===== src/sv/assert_macros.svh =====
// Assertion macros for the sketch RTL.
`ifndef ASSERT_MACROS_SVH
`define ASSERT_MACROS_SVH

// Clocked property with reset disable.
`define ASSERT_CLK(label, clk, rst, prop, msg) \
  label: assert property (@(posedge clk) disable iff (rst) prop) else $error(msg);

// Clocked same-cycle implication.
`define ASSERT_IMPLY(label, clk, rst, ante, cons, msg) \
  label: assert property (@(posedge clk) disable iff (rst) (ante) |-> (cons)) else $error(msg);

`endif


===== src/sv/hll_pkg.sv =====
// Package for the HyperLogLog sketch: sizes, codes and state type.
package hll_pkg;

  localparam int MaxIndexBits = 8;
  localparam int Buckets      = 1 << MaxIndexBits;
  localparam int AddrW        = MaxIndexBits;
  localparam int RegW         = 7;
  localparam int HashBits     = 64;
  localparam int FracBits     = 64;
  localparam int SumW         = FracBits + MaxIndexBits + 1;
  localparam int NumW         = 16 + 48 + 2 * MaxIndexBits;
  localparam int DivSteps     = NumW;
  localparam int DivCntW      = $clog2(DivSteps);
  localparam int IbW          = 4;
  localparam int ConstW       = 16;

  localparam logic OP_ADD = 1'b0;
  localparam logic OP_EST = 1'b1;

  localparam logic CFG_INDEX_BITS = 1'b0;
  localparam logic CFG_EST_CONST  = 1'b1;

  localparam logic [IbW-1:0]    IndexBitsReset = 4'd4;
  localparam logic [ConstW-1:0] EstConstReset  = 16'd52037;

  typedef enum logic [2:0] {
    ST_IDLE,
    ST_ADD,
    ST_SUM,
    ST_DIV,
    ST_DONE
  } state_t;

  // Trailing zeros of the counted low bits; all-zero gives the counted width.
  function automatic logic [RegW-1:0] tz_count(input logic [HashBits-1:0] h,
                                               input logic [RegW-1:0] counted);
    logic [RegW-1:0] cnt;
    cnt = counted;
    for (int i = HashBits - 1; i >= 0; i--) begin
      if (h[i]) cnt = RegW'(i);
    end
    return cnt;
  endfunction

endpackage


===== src/sv/hyperloglog_sketch_unit.sv =====
// Top level of the HyperLogLog sketch: bucket store, summing walk and divider.
//
//  channel | dir | handshake          | payload
//  --------+-----+--------------------+----------------------------------
//  s_*     | in  | s_tvalid/s_tready  | s_tdata=hash_value, s_tuser=op
//  m_*     | out | m_tvalid/m_tready  | m_tdata=estimate, m_tuser=saturated
//  cfg_*   | in  | cfg_we             | cfg_addr=register, cfg_data=value
//
// An add does one bucket RAM read, then compare and write back.
// An estimate (index_bits capped at 8) does one RAM read per bucket, then an
// 80-step restoring divider, one quotient bit a cycle.
// Reset clears control state and the per-bucket valid flags;
// a bucket without its flag reads as zero, so no clearing sweep is needed.
// A finished estimate waits in the output register; the block keeps taking
// words while it waits and stalls only a second estimate at its end.
`include "assert_macros.svh"

module hyperloglog_sketch_unit (
  input  logic        clk,
  input  logic        rst,
  input  logic        s_tvalid,
  output logic        s_tready,
  input  logic [63:0] s_tdata,   // [63:0] hash_value
  input  logic        s_tuser,   // [0] op
  output logic        m_tvalid,
  input  logic        m_tready,
  output logic [63:0] m_tdata,   // [63:0] estimate
  output logic        m_tuser,   // [0] saturated
  input  logic        cfg_we,
  input  logic        cfg_addr,
  input  logic [15:0] cfg_data
);

  hll_pkg::state_t state, state_next;

  logic [hll_pkg::IbW-1:0]    index_bits;
  logic [hll_pkg::ConstW-1:0] estimate_constant;

  logic [hll_pkg::AddrW-1:0]  hold_idx;
  logic [hll_pkg::RegW-1:0]   hold_cnt;
  logic [hll_pkg::AddrW-1:0]  walk_idx;
  logic [hll_pkg::AddrW-1:0]  walk_last;
  logic [hll_pkg::SumW-1:0]   sum;
  logic [hll_pkg::SumW-1:0]   rem;
  logic [hll_pkg::NumW-1:0]   numq;
  logic [hll_pkg::DivCntW-1:0] div_cnt;
  logic [hll_pkg::Buckets-1:0] valid;
  logic                        valid_rd;

  logic                        ram_we;
  logic [hll_pkg::AddrW-1:0]   ram_raddr;
  logic [hll_pkg::RegW-1:0]    ram_rdata;
  logic [hll_pkg::RegW-1:0]    cur_reg;

  logic [hll_pkg::IbW-1:0]     eff_ib;
  logic [hll_pkg::RegW-1:0]    counted;
  logic [63:0]                 hash_low;
  logic [hll_pkg::AddrW-1:0]   in_idx;
  logic [hll_pkg::RegW-1:0]    in_cnt;
  logic [hll_pkg::SumW-1:0]    term;
  logic [hll_pkg::SumW:0]      div_r2;
  logic [hll_pkg::SumW:0]      div_diff;
  logic                        div_bit;
  logic                        est_sat;
  logic                        out_load;
  logic                        in_acc;

  logic                        est_acc;
  logic                        in_sum;
  logic                        in_div;
  logic                        in_done;
  logic                        write_ok;
  logic                        div_ok;

  // Bucket fields of the incoming hash.
  always_comb begin
    eff_ib   = (index_bits > hll_pkg::IbW'(hll_pkg::MaxIndexBits)) ?
               hll_pkg::IbW'(hll_pkg::MaxIndexBits) : index_bits;
    counted  = hll_pkg::RegW'(hll_pkg::HashBits) - hll_pkg::RegW'(eff_ib);
    hash_low = s_tdata & ~({64{1'b1}} << counted);
    in_idx   = hll_pkg::AddrW'(s_tdata[63 -: hll_pkg::AddrW] >>
               (hll_pkg::IbW'(hll_pkg::MaxIndexBits) - eff_ib));
    in_cnt   = hll_pkg::tz_count(hash_low, counted);
  end

  assign cur_reg = valid_rd ? ram_rdata : '0;

  // 2^-reg in Q.64; a zero register contributes one.
  assign term = (cur_reg <= hll_pkg::RegW'(hll_pkg::FracBits)) ?
                (hll_pkg::SumW'(1) << (hll_pkg::RegW'(hll_pkg::FracBits) - cur_reg)) : '0;

  // One restoring division step.
  always_comb begin
    div_r2   = {rem, numq[hll_pkg::NumW-1]};
    div_diff = div_r2 - {1'b0, sum};
    div_bit  = (div_r2 >= {1'b0, sum});
  end

  assign est_sat  = (sum == '0) || (|numq[hll_pkg::NumW-1:64]);
  assign out_load = (state == hll_pkg::ST_DONE) && (!m_tvalid || m_tready);
  assign in_acc   = s_tvalid && s_tready;

  assign est_acc  = in_acc && (s_tuser == hll_pkg::OP_EST);
  assign in_sum   = (state == hll_pkg::ST_SUM);
  assign in_div   = (state == hll_pkg::ST_DIV);
  assign in_done  = (state == hll_pkg::ST_DONE);
  assign write_ok = (hold_cnt <= hll_pkg::RegW'(hll_pkg::HashBits)) && (hold_cnt > cur_reg);
  assign div_ok   = (div_cnt < hll_pkg::DivCntW'(hll_pkg::DivSteps));

  // Next state.
  always_comb begin
    state_next = state;
    unique case (state)
      hll_pkg::ST_IDLE: begin
        if (s_tvalid) begin
          state_next = (s_tuser == hll_pkg::OP_ADD) ? hll_pkg::ST_ADD : hll_pkg::ST_SUM;
        end
      end
      hll_pkg::ST_ADD: state_next = hll_pkg::ST_IDLE;
      hll_pkg::ST_SUM: begin
        if (walk_idx == walk_last) state_next = hll_pkg::ST_DIV;
      end
      hll_pkg::ST_DIV: begin
        if (div_cnt == hll_pkg::DivCntW'(hll_pkg::DivSteps - 1)) state_next = hll_pkg::ST_DONE;
      end
      hll_pkg::ST_DONE: begin
        if (!m_tvalid || m_tready) state_next = hll_pkg::ST_IDLE;
      end
      default: state_next = hll_pkg::ST_IDLE;
    endcase
  end

  // Outputs of the state machine.
  always_comb begin
    s_tready  = 1'b0;
    ram_we    = 1'b0;
    ram_raddr = hold_idx;
    unique case (state)
      hll_pkg::ST_IDLE: begin
        s_tready  = 1'b1;
        ram_raddr = (s_tuser == hll_pkg::OP_ADD) ? in_idx : '0;
      end
      hll_pkg::ST_ADD:  ram_we = (cur_reg < hold_cnt);
      hll_pkg::ST_SUM:  ram_raddr = walk_idx + hll_pkg::AddrW'(1);
      hll_pkg::ST_DIV:  ram_raddr = hold_idx;
      hll_pkg::ST_DONE: ram_raddr = hold_idx;
      default:          ram_raddr = hold_idx;
    endcase
  end

  hll_ram #(
    .Width(hll_pkg::RegW),
    .Depth(hll_pkg::Buckets)
  ) u_bucket_ram (
    .clk  (clk),
    .we   (ram_we),
    .waddr(hold_idx),
    .wdata(hold_cnt),
    .raddr(ram_raddr),
    .rdata(ram_rdata)
  );

  always_ff @(posedge clk) begin
    if (rst) begin
      state             <= hll_pkg::ST_IDLE;
      index_bits        <= hll_pkg::IndexBitsReset;
      estimate_constant <= hll_pkg::EstConstReset;
      valid             <= '0;
      valid_rd          <= 1'b0;
      m_tvalid          <= 1'b0;
    end else begin
      state    <= state_next;
      valid_rd <= valid[ram_raddr];
      if (cfg_we) begin
        case (cfg_addr)
          hll_pkg::CFG_INDEX_BITS: index_bits        <= cfg_data[hll_pkg::IbW-1:0];
          hll_pkg::CFG_EST_CONST:  estimate_constant <= cfg_data;
          default: ;
        endcase
      end
      if (ram_we) valid[hold_idx] <= 1'b1;
      if (out_load) begin
        m_tvalid <= 1'b1;
      end else if (m_tready) begin
        m_tvalid <= 1'b0;
      end
    end
  end

  // Datapath registers.
  always_ff @(posedge clk) begin
    if (in_acc) begin
      hold_idx  <= in_idx;
      hold_cnt  <= in_cnt;
      sum       <= '0;
      walk_idx  <= '0;
      walk_last <= hll_pkg::AddrW'((9'd1 << eff_ib) - 9'd1);
    end
    if (state == hll_pkg::ST_SUM) begin
      sum      <= sum + term;
      walk_idx <= walk_idx + hll_pkg::AddrW'(1);
      if (walk_idx == walk_last) begin
        // numerator = C * m * m * 2^48
        numq    <= hll_pkg::NumW'(estimate_constant) << (7'd48 + {2'b00, eff_ib, 1'b0});
        rem     <= '0;
        div_cnt <= '0;
      end
    end
    if (state == hll_pkg::ST_DIV) begin
      rem     <= div_bit ? div_diff[hll_pkg::SumW-1:0] : div_r2[hll_pkg::SumW-1:0];
      numq    <= {numq[hll_pkg::NumW-2:0], div_bit};
      div_cnt <= div_cnt + hll_pkg::DivCntW'(1);
    end
    if (out_load) begin
      m_tdata <= est_sat ? {64{1'b1}} : numq[63:0];
      m_tuser <= est_sat;
    end
  end

  `ASSERT_CLK(a_est_starts_walk, clk, rst, est_acc |=> in_sum, "estimate skipped the walk")
  `ASSERT_CLK(a_out_from_done, clk, rst, $rose(m_tvalid) |-> $past(in_done), "result raised early")
  `ASSERT_IMPLY(a_write_bounded, clk, rst, ram_we, write_ok, "bucket write not a new maximum")
  `ASSERT_IMPLY(a_div_count, clk, rst, in_div, div_ok, "divider ran past its last step")

endmodule


===== src/sv/hll_ram.sv =====
// Generic single-port-write, single-port-read RAM with registered read.
module hll_ram #(
  parameter int Width = 8,
  parameter int Depth = 256
) (
  input  logic                     clk,
  input  logic                     we,
  input  logic [$clog2(Depth)-1:0] waddr,
  input  logic [Width-1:0]         wdata,
  input  logic [$clog2(Depth)-1:0] raddr,
  output logic [Width-1:0]         rdata
);

  logic [Width-1:0] mem [Depth];

  always_ff @(posedge clk) begin
    if (we) mem[waddr] <= wdata;
    rdata <= mem[raddr];
  end

endmodule


===== config.mk =====
export PLATFORM = sky130hd
export DESIGN_NAME = hyperloglog_sketch_unit
export DESIGN_NICKNAME = d
export VERILOG_FILES = /design/src/sv/hll_pkg.sv /design/src/sv/hyperloglog_sketch_unit.sv /design/src/sv/hll_ram.sv
export VERILOG_INCLUDE_DIRS = /design/src /design/src/sv
export SDC_FILE = /design/constraint.sdc
export NUM_CORES = 2
export LEC_CHECK = 0
export BUFFER_PORTS_ARGS = -buffer_cell sky130_fd_sc_hd__buf_2
export CORE_AREA = 2 2 466 468
export CTS_CLUSTER_DIAMETER = 60
export DETAILED_ROUTE_END_ITERATION = 6
export DIE_AREA = 0 0 468 470
export PLACE_DENSITY = 0.68
export SLEW_MARGIN = 20
export SYNTH_ARGS = -nofsm -noshare
export SYNTH_HDL_FRONTEND = slang
export SYNTH_SLANG_ARGS = --single-unit

===== constraint.sdc =====
create_clock -name clk -period 41.3 [get_ports clk]
set_input_delay 4.13 -clock clk [delete_from_list [all_inputs] [get_ports clk]]
set_output_delay 4.13 -clock clk [all_outputs]
set_load 0.02 [all_outputs]

# After elaboration in Yosys (flattened, before gate mapping)
# Memories as Yosys holds them, arrays and structs flattened. A register that Yosys moved wholly into a read port is not among the register bits.
# Index checks and enable logic that the tools add are counted.
[word_totals] register_bits=610 mem_bits_rw=1792 inputBits=87 output_inout_bits=67 elab_cells=179 n_memories=1
[op_classes] n_addsub=9 n_lt_le_gt_ge=7 eq_ne=10 n_shift=5 n_mux=98 n_bitwise=4 n_reduce_logical=23
[mem_list] name="u_bucket_ram.mem" depth=256 width=7 read_ports=1 rd_clocked_by_memory_dff=1 write_ports=1 line="hll_ram.sv:14" text="logic [Width-1:0] mem [Depth];"
[op_table] cell="73-bit 2-to-1 mux" n=7
[op_table] cell="256-bit bitwise OR" n=1
[op_table] cell="80-bit 2-to-1 mux" n=3
[op_table] cell="6-bit 2-to-1 mux" n=32
[op_table] cell="5-bit 2-to-1 mux" n=16
[op_table] cell="16-bit by 7-bit left shift with 80-bit output" n=1
[op_table] cell="74-bit by 73-bit >= comparator with 1-bit output" n=1
[op_table] cell="73-bit adder" n=1
[op_table] cell="73-bit zero test" n=1
[op_table] cell="1-bit by 7-bit left shift with 73-bit output, first input constant" n=1
[op_table] cell="73-bit subtractor" n=1
[op_table] cell="64-bit AND" n=1
[op_table] cell="64-bit NOT" n=1
[op_table] cell="64-bit OR reduction" n=1
[op_table] cell="64-bit by 7-bit left shift with 64-bit output, first input constant" n=1
[op_table] cell="4-bit 2-to-1 mux" n=9
[op_table] cell="16-bit OR reduction" n=2
[op_table] cell="32-bit OR reduction" n=1
[op_table] cell="7-bit 2-to-1 mux" n=4
[op_table] cell="3-bit 2-to-1 mux" n=8
[op_table] cell="8-bit 2-to-1 mux" n=3
[op_table] cell="8-bit by 9-bit less-than comparator with 1-bit output, second input constant" n=2
[op_table] cell="8-bit one-hot mux with 2 select lines" n=1
[op_table] cell="3-bit one-hot mux with 4 select lines" n=1
[op_table] cell="other kinds (35)" n=56

# Longest topological paths before layout
[logic_depth] ltp_word=69 depth_mapped=24 mapped_depth_nobuf=22

# By module
# A second synthesis with hierarchy kept.
[hier_totals] hier_cells=7454 hier_area_um2=105497.4
[modules_own_cells] module="hll_ram" n_inst=1 cells_each=3381 area_per_inst_um2=70197.3 seq_area_each_um2=53951.7
[modules_own_cells] module="hyperloglog_sketch_unit" n_inst=1 cells_each=4073 area_per_inst_um2=35300.1 seq_area_each_um2=15504.9

# Least setup slack after synthesis
# Ideal clock, no wire load.
[synth_timing] path_type="reg-to-reg" from="register state[0]" to="register div_cnt[0] (netlist name) (enable)" setup_ps=901 arrival_ps=12237 t_required_ps=40399 setup_slack_ps=28162 path_stages_with_launch=6 path_buffers=2 period_less_slack_ps=13138 cell_sequence="dfxtp_1 -> clkbuf_1 -> nor2_1 -> nand2_1 -> clkbuf_1 -> o21ai_0"
[synth_between] elab_chain_len=3 word_cells_on_any_way=5 classes_between="eq/ne: 2; reduce/logical: 3"
[synth_lines] element="from (decl)" line="hyperloglog_sketch_unit.sv:34" text="hll_pkg::state_t state, state_next;"
[synth_lines] element="from (signal assigned)" line="hyperloglog_sketch_unit.sv:165" text="state <= hll_pkg::ST_IDLE;"
[synth_lines] element="from (signal assigned)" line="hyperloglog_sketch_unit.sv:172" text="state <= state_next;"
[synth_lines] element="3-bit by 2-bit == test with 1-bit output, on equally long branches" line="hyperloglog_sketch_unit.sv:209, hyperloglog_sketch_unit.sv:199"
[synth_lines] element="2-bit nonzero test (no line)"
[synth_lines] element="2-bit AND reduction (no line) *"
[synth_lines] element="to (signal assigned)" line="hyperloglog_sketch_unit.sv:212" text="div_cnt <= div_cnt + hll_pkg::DivCntW'(1);"
[synth_lines] element="to (decl)" line="hyperloglog_sketch_unit.sv:46" text="logic [hll_pkg::DivCntW-1:0] div_cnt;"
# Every way passes the cells marked *; elsewhere a longest branch is shown, timed or not.
# A chain may end at the register's enable or synchronous reset.

# Worst setup path in the final report
[layout_timing] from="input s_tdata[63]" to="register u_bucket_ram.rdata[3], read port of u_bucket_ram.mem"
[layout_between] elab_chain_len=3
[layout_lines] element="from (decl)" line="hyperloglog_sketch_unit.sv:23" text="input logic [63:0] s_tdata,"
[layout_lines] element="8-bit by 4-bit right shift with 8-bit output" line="hyperloglog_sketch_unit.sv:81" text="in_idx = hll_pkg::AddrW'(s_tdata[63 -: hll_pkg::AddrW] >>"
[layout_lines] element="8-bit 2-to-1 mux" line="hyperloglog_sketch_unit.sv:141" text="ram_raddr = (s_tuser == hll_pkg::OP_ADD) ? in_idx : '0;"
[layout_lines] element="8-bit one-hot mux with 2 select lines" line="hyperloglog_sketch_unit.sv:138" text="unique case (state)"
[layout_lines] element="to (decl)" line="hll_ram.sv:11" text="output logic [Width-1:0] rdata"
# No other way between the ends.

==> impl_metrics.json <==
{
  "first_pass_iters": 6,
  "fin_skew_ns": 0.108,
  "io_buffers": 153,
  "gp_congestion": 0.917,
  "grt_overflow": 0,
  "setup_violations": 0,
  "yosysTopAreaCell": "edfxtp_1",
  "status": "finished clean",
  "max-vdd-ir-drop_mv": 0.0453,
  "coreArea_sq_um": 216000,
  "crit_required_ns": 42.04,
  "cts-root-buf": "clkbuf_16",
  "yosysWarnings": 0,
  "cp.buffers_inverters": 5,
  "cts_buffers": 239,
  "grt_pass1_vias": 72200,
  "crit_path_max_fanout": 174,
  "timing.final.crit_share": 0.250,
  "fin_setup_tns_ns": 0,
  "post-cts-setup-buffers": 0,
  "post_cts_resized": 0,
  "path_class": "primary input to register",
  "synth_enable_flop_cells": 2121,
  "clock-sinks": 2409,
  "drc": 0,
  "p_leak_nw": 41.4,
  "pwr-share-seq": 0.427,
  "ctsHoldBuffers": 0,
  "grt_antenna_before_repair": 9,
  "synthFlopType": "edfxtp_1",
  "max_stage_delay_ns": 0.84,
  "start_util": 0.495,
  "clkPwrFrac": 0.342,
  "maxCapViolCount": 0,
  "setup.worst_path.end_class": "register",
  "cts_htree_levels": 4,
  "finalWorstPathRequiredPeriod_ns": 10.31,
  "slowest_stage": "and2_4",
  "avgSynthCellArea_sq_um": 11.3,
  "ant_nets": 0,
  "drt-initial-drc-count": 9113,
  "clk_pin_slew_ns": 0.06,
  "synth_common_cells": "edfxtp_1 (2,121), nand2_1 (2,087), nor2_1 (988)",
  "syn-cell-area_sq_um": 107000,
  "drive_above_1_share": 0.0748,
  "synth_area_leaders": "edfxtp_1 (60%), nand2_1 (7.3%), dfxtp_1 (5.4%), nor2_1 (3.5%), a311oi_1 (3.3%)",
  "relSlewSlack": 0.183,
  "grt_start_max_net_pins": 193,
  "rsz0062_at_grt": "no",
  "wl_per_cell_um": 23.6,
  "detailed_place_hpwl_um": 172000,
  "synth_top_area_frac": 0.597,
  "vias": 75900,
  "finalPower_mw": 6.46,
  "crit_arrival_ns": 11.04,
  "start_kind": "primary input",
  "hold_viol_final": 0,
  "ys_seq_area_frac": 0.651,
  "ys_seq_elements": 2409,
  "async_flop_share": 0,
  "cts_max_path_buffers": 3,
  "path_delay_family": "buffers and inverters",
  "intPower_mw": 4.39,
  "drt_wl_total_um": 294000,
  "slew_viol_final": 0,
  "ys_types": 80,
  "grt_pass1_wl_um": 440000,
  "synthCells": 9459,
  "dieArea_sq_um": 220000,
  "syn2layout_area_growth_pct": 10.3,
  "synth.most_common_cell": "edfxtp_1",
  "std_cell_rows": 171,
  "worst_pin_slew_ns": 1.22,
  "die_h_um": 470,
  "power_density_nw_per_um2": 54.9,
  "p_sw_mw": 2.07,
  "viasPerCell": 6.11,
  "tritoncts": "yes",
  "p_comb_frac": 0.231,
  "switching_share": 0.320,
  "clkLatencyLatePin_ns": 0.92,
  "nets": 9610,
  "max_freq_ghz": 0.0970,
  "grt_use_total": 0.259,
  "holdCritPathClass": "register to register",
  "io_pins": 154,
  "path_cells": "buf_2 -> mux4_2 -> a22oi_2 -> buf_4 -> and2_4 -> buf_4 -> buf_12 -> buf_4 -> and3_1 -> a311oi_1 -> a31oi_1 -> a211oi_1 -> or3_1 -> a22oi_1 -> o221ai_1",
  "die_w_um": 468,
  "crit_top_cell": "buf_4"
}
placed cells by master (no fill, tap or decap), types with 13 or more instances in the layout:
cell       netlist  routed
bufinv_16        0      20
nor4_1          44      43
or3_1           24      24
buf_4           20      96
clkinv_2         0      51
and2_1          66      65
edfxtp_1      2121    2121
clkinv_1         0      31
xor2_1          67      67
clkbuf_16        0     243
nor2b_1         33      33
o21ai_0        124     123
a221oi_1        31      29
dfxtp_1        288     288
xnor2_1         82      82
buf_12           0      13
ha_1           163     163
o21a_1          30      30
nor3_1          66      58
and3_1         297     296
inv_1          144     144
clkbuf_8         0      26
nor2_1         988     982
a21o_1          93      93
nand2_1       2087    2078
nand2b_1        98      98
a211oi_1       142     142
a21oi_1        370     369
nand3_1        572     566
o31ai_1         18      18
nand4_1         26      26
o32ai_1         14      14
mux2i_1         84      84
a311oi_1       403     403
a31oi_1        137     137
o21bai_1        30      30
a22o_1          21      21
buf_2          185     152
clkbuf_1       344      53
per-layer routing:
layer | global-route usage | part of all wire | wire length [um] | up-vias
li1 | - | - | - | 34400
met3 | 0.0558 | 0.098 | 28900 | 641
met1 | 0.359 | 0.41 | 120000 | 37300
met2 | 0.401 | 0.45 | 133000 | 3638
met4 | 0.0990 | 0.038 | 11200 | 6
met5 | 0 | 0.00016 | 47 | -
power groups by stage:
stage                     Sequential (mW)  Combinational, mW  Clock, mW
after global routing                 2.76               1.60       2.32
after detailed placement             2.81               1.46          0
after floorplan                      2.82              0.972          0
after global placement               2.81               1.45          0
after CTS                            2.76               1.47       2.23
final                                2.76               1.50       2.21
path summary, 6_finish.rpt:
path | slack [ns] | from | depth (start not counted) | end
setup / recovery | 30.99 | s_tdata[63] | 15 | u_bucket_ram.rdata[3]
setup reg to reg | 31.85 | index_bits[3] | 20 | u_bucket_ram.rdata[2]
hold / removal | 0.46 | valid[156] | 2 | valid[156]
hold reg to reg | 0.46 | valid[156] | 2 | valid[156]
registers in the layout, indices dropped and copies added (netlist names), 4 cells and up:
register,flops
rem,73
numq,80
u_bucket_ram.rdata,7
estimate_constant,16
div_cnt,7
valid,256
u_bucket_ram.mem,1792
index_bits,4
hold_idx,8
hold_cnt,7
walk_last,8
walk_idx,8
m_tdata,64
sum,73
layout make-up:
class	instances	area (sq um)
fill	18000	97900
clock inverter	133	1400
tap	2854	3570
multi-input combinational	6300	34400
sequential	2409	69500
timing repair buffer	262	1760
inverter	146	548
clock buffer	322	6640
antenna	3	7.51
kinds of logic (layout without fill, tap and decap cells):
logic type,after synthesis,in the layout,synth area share
AO/OA/AOI/OAI,1546,1546,0.103
multiplexers,91,91,0.00925
adder cells (fa/ha/maj),165,165,0.0195
other,1,9,0.0000351
buffers and inverters,755,863,0.0302
flip-flops,2409,2409,0.651
XOR/XNOR,149,149,0.0122
AND/OR/NAND/NOR,4343,4343,0.176
tightest hold or removal path, stage by stage (launching register included):
cell and delay (ns):
dfxtp_1 0.32, a21oi_1 0.04, nor2_1 0.07
metrics by stage:
step | cell area [sq um] | instances | worst slack (ns) | hold slack, ns | util
floorplan | 107000 | 9464 | 28.16 | 0.429 | -
global placement | 110000 | 12000 | 30.39 | 0.439 | 0.508
detailed placement | 110000 | 12000 | 30.30 | 0.449 | 0.508
CTS | 118000 | 12400 | 31.29 | 0.463 | 0.546
global route | 118000 | 12400 | 30.86 | 0.484 | 0.546
finish | 118000 | 12400 | 30.99 | 0.464 | 0.546
(Power assumes the default switching activity.)
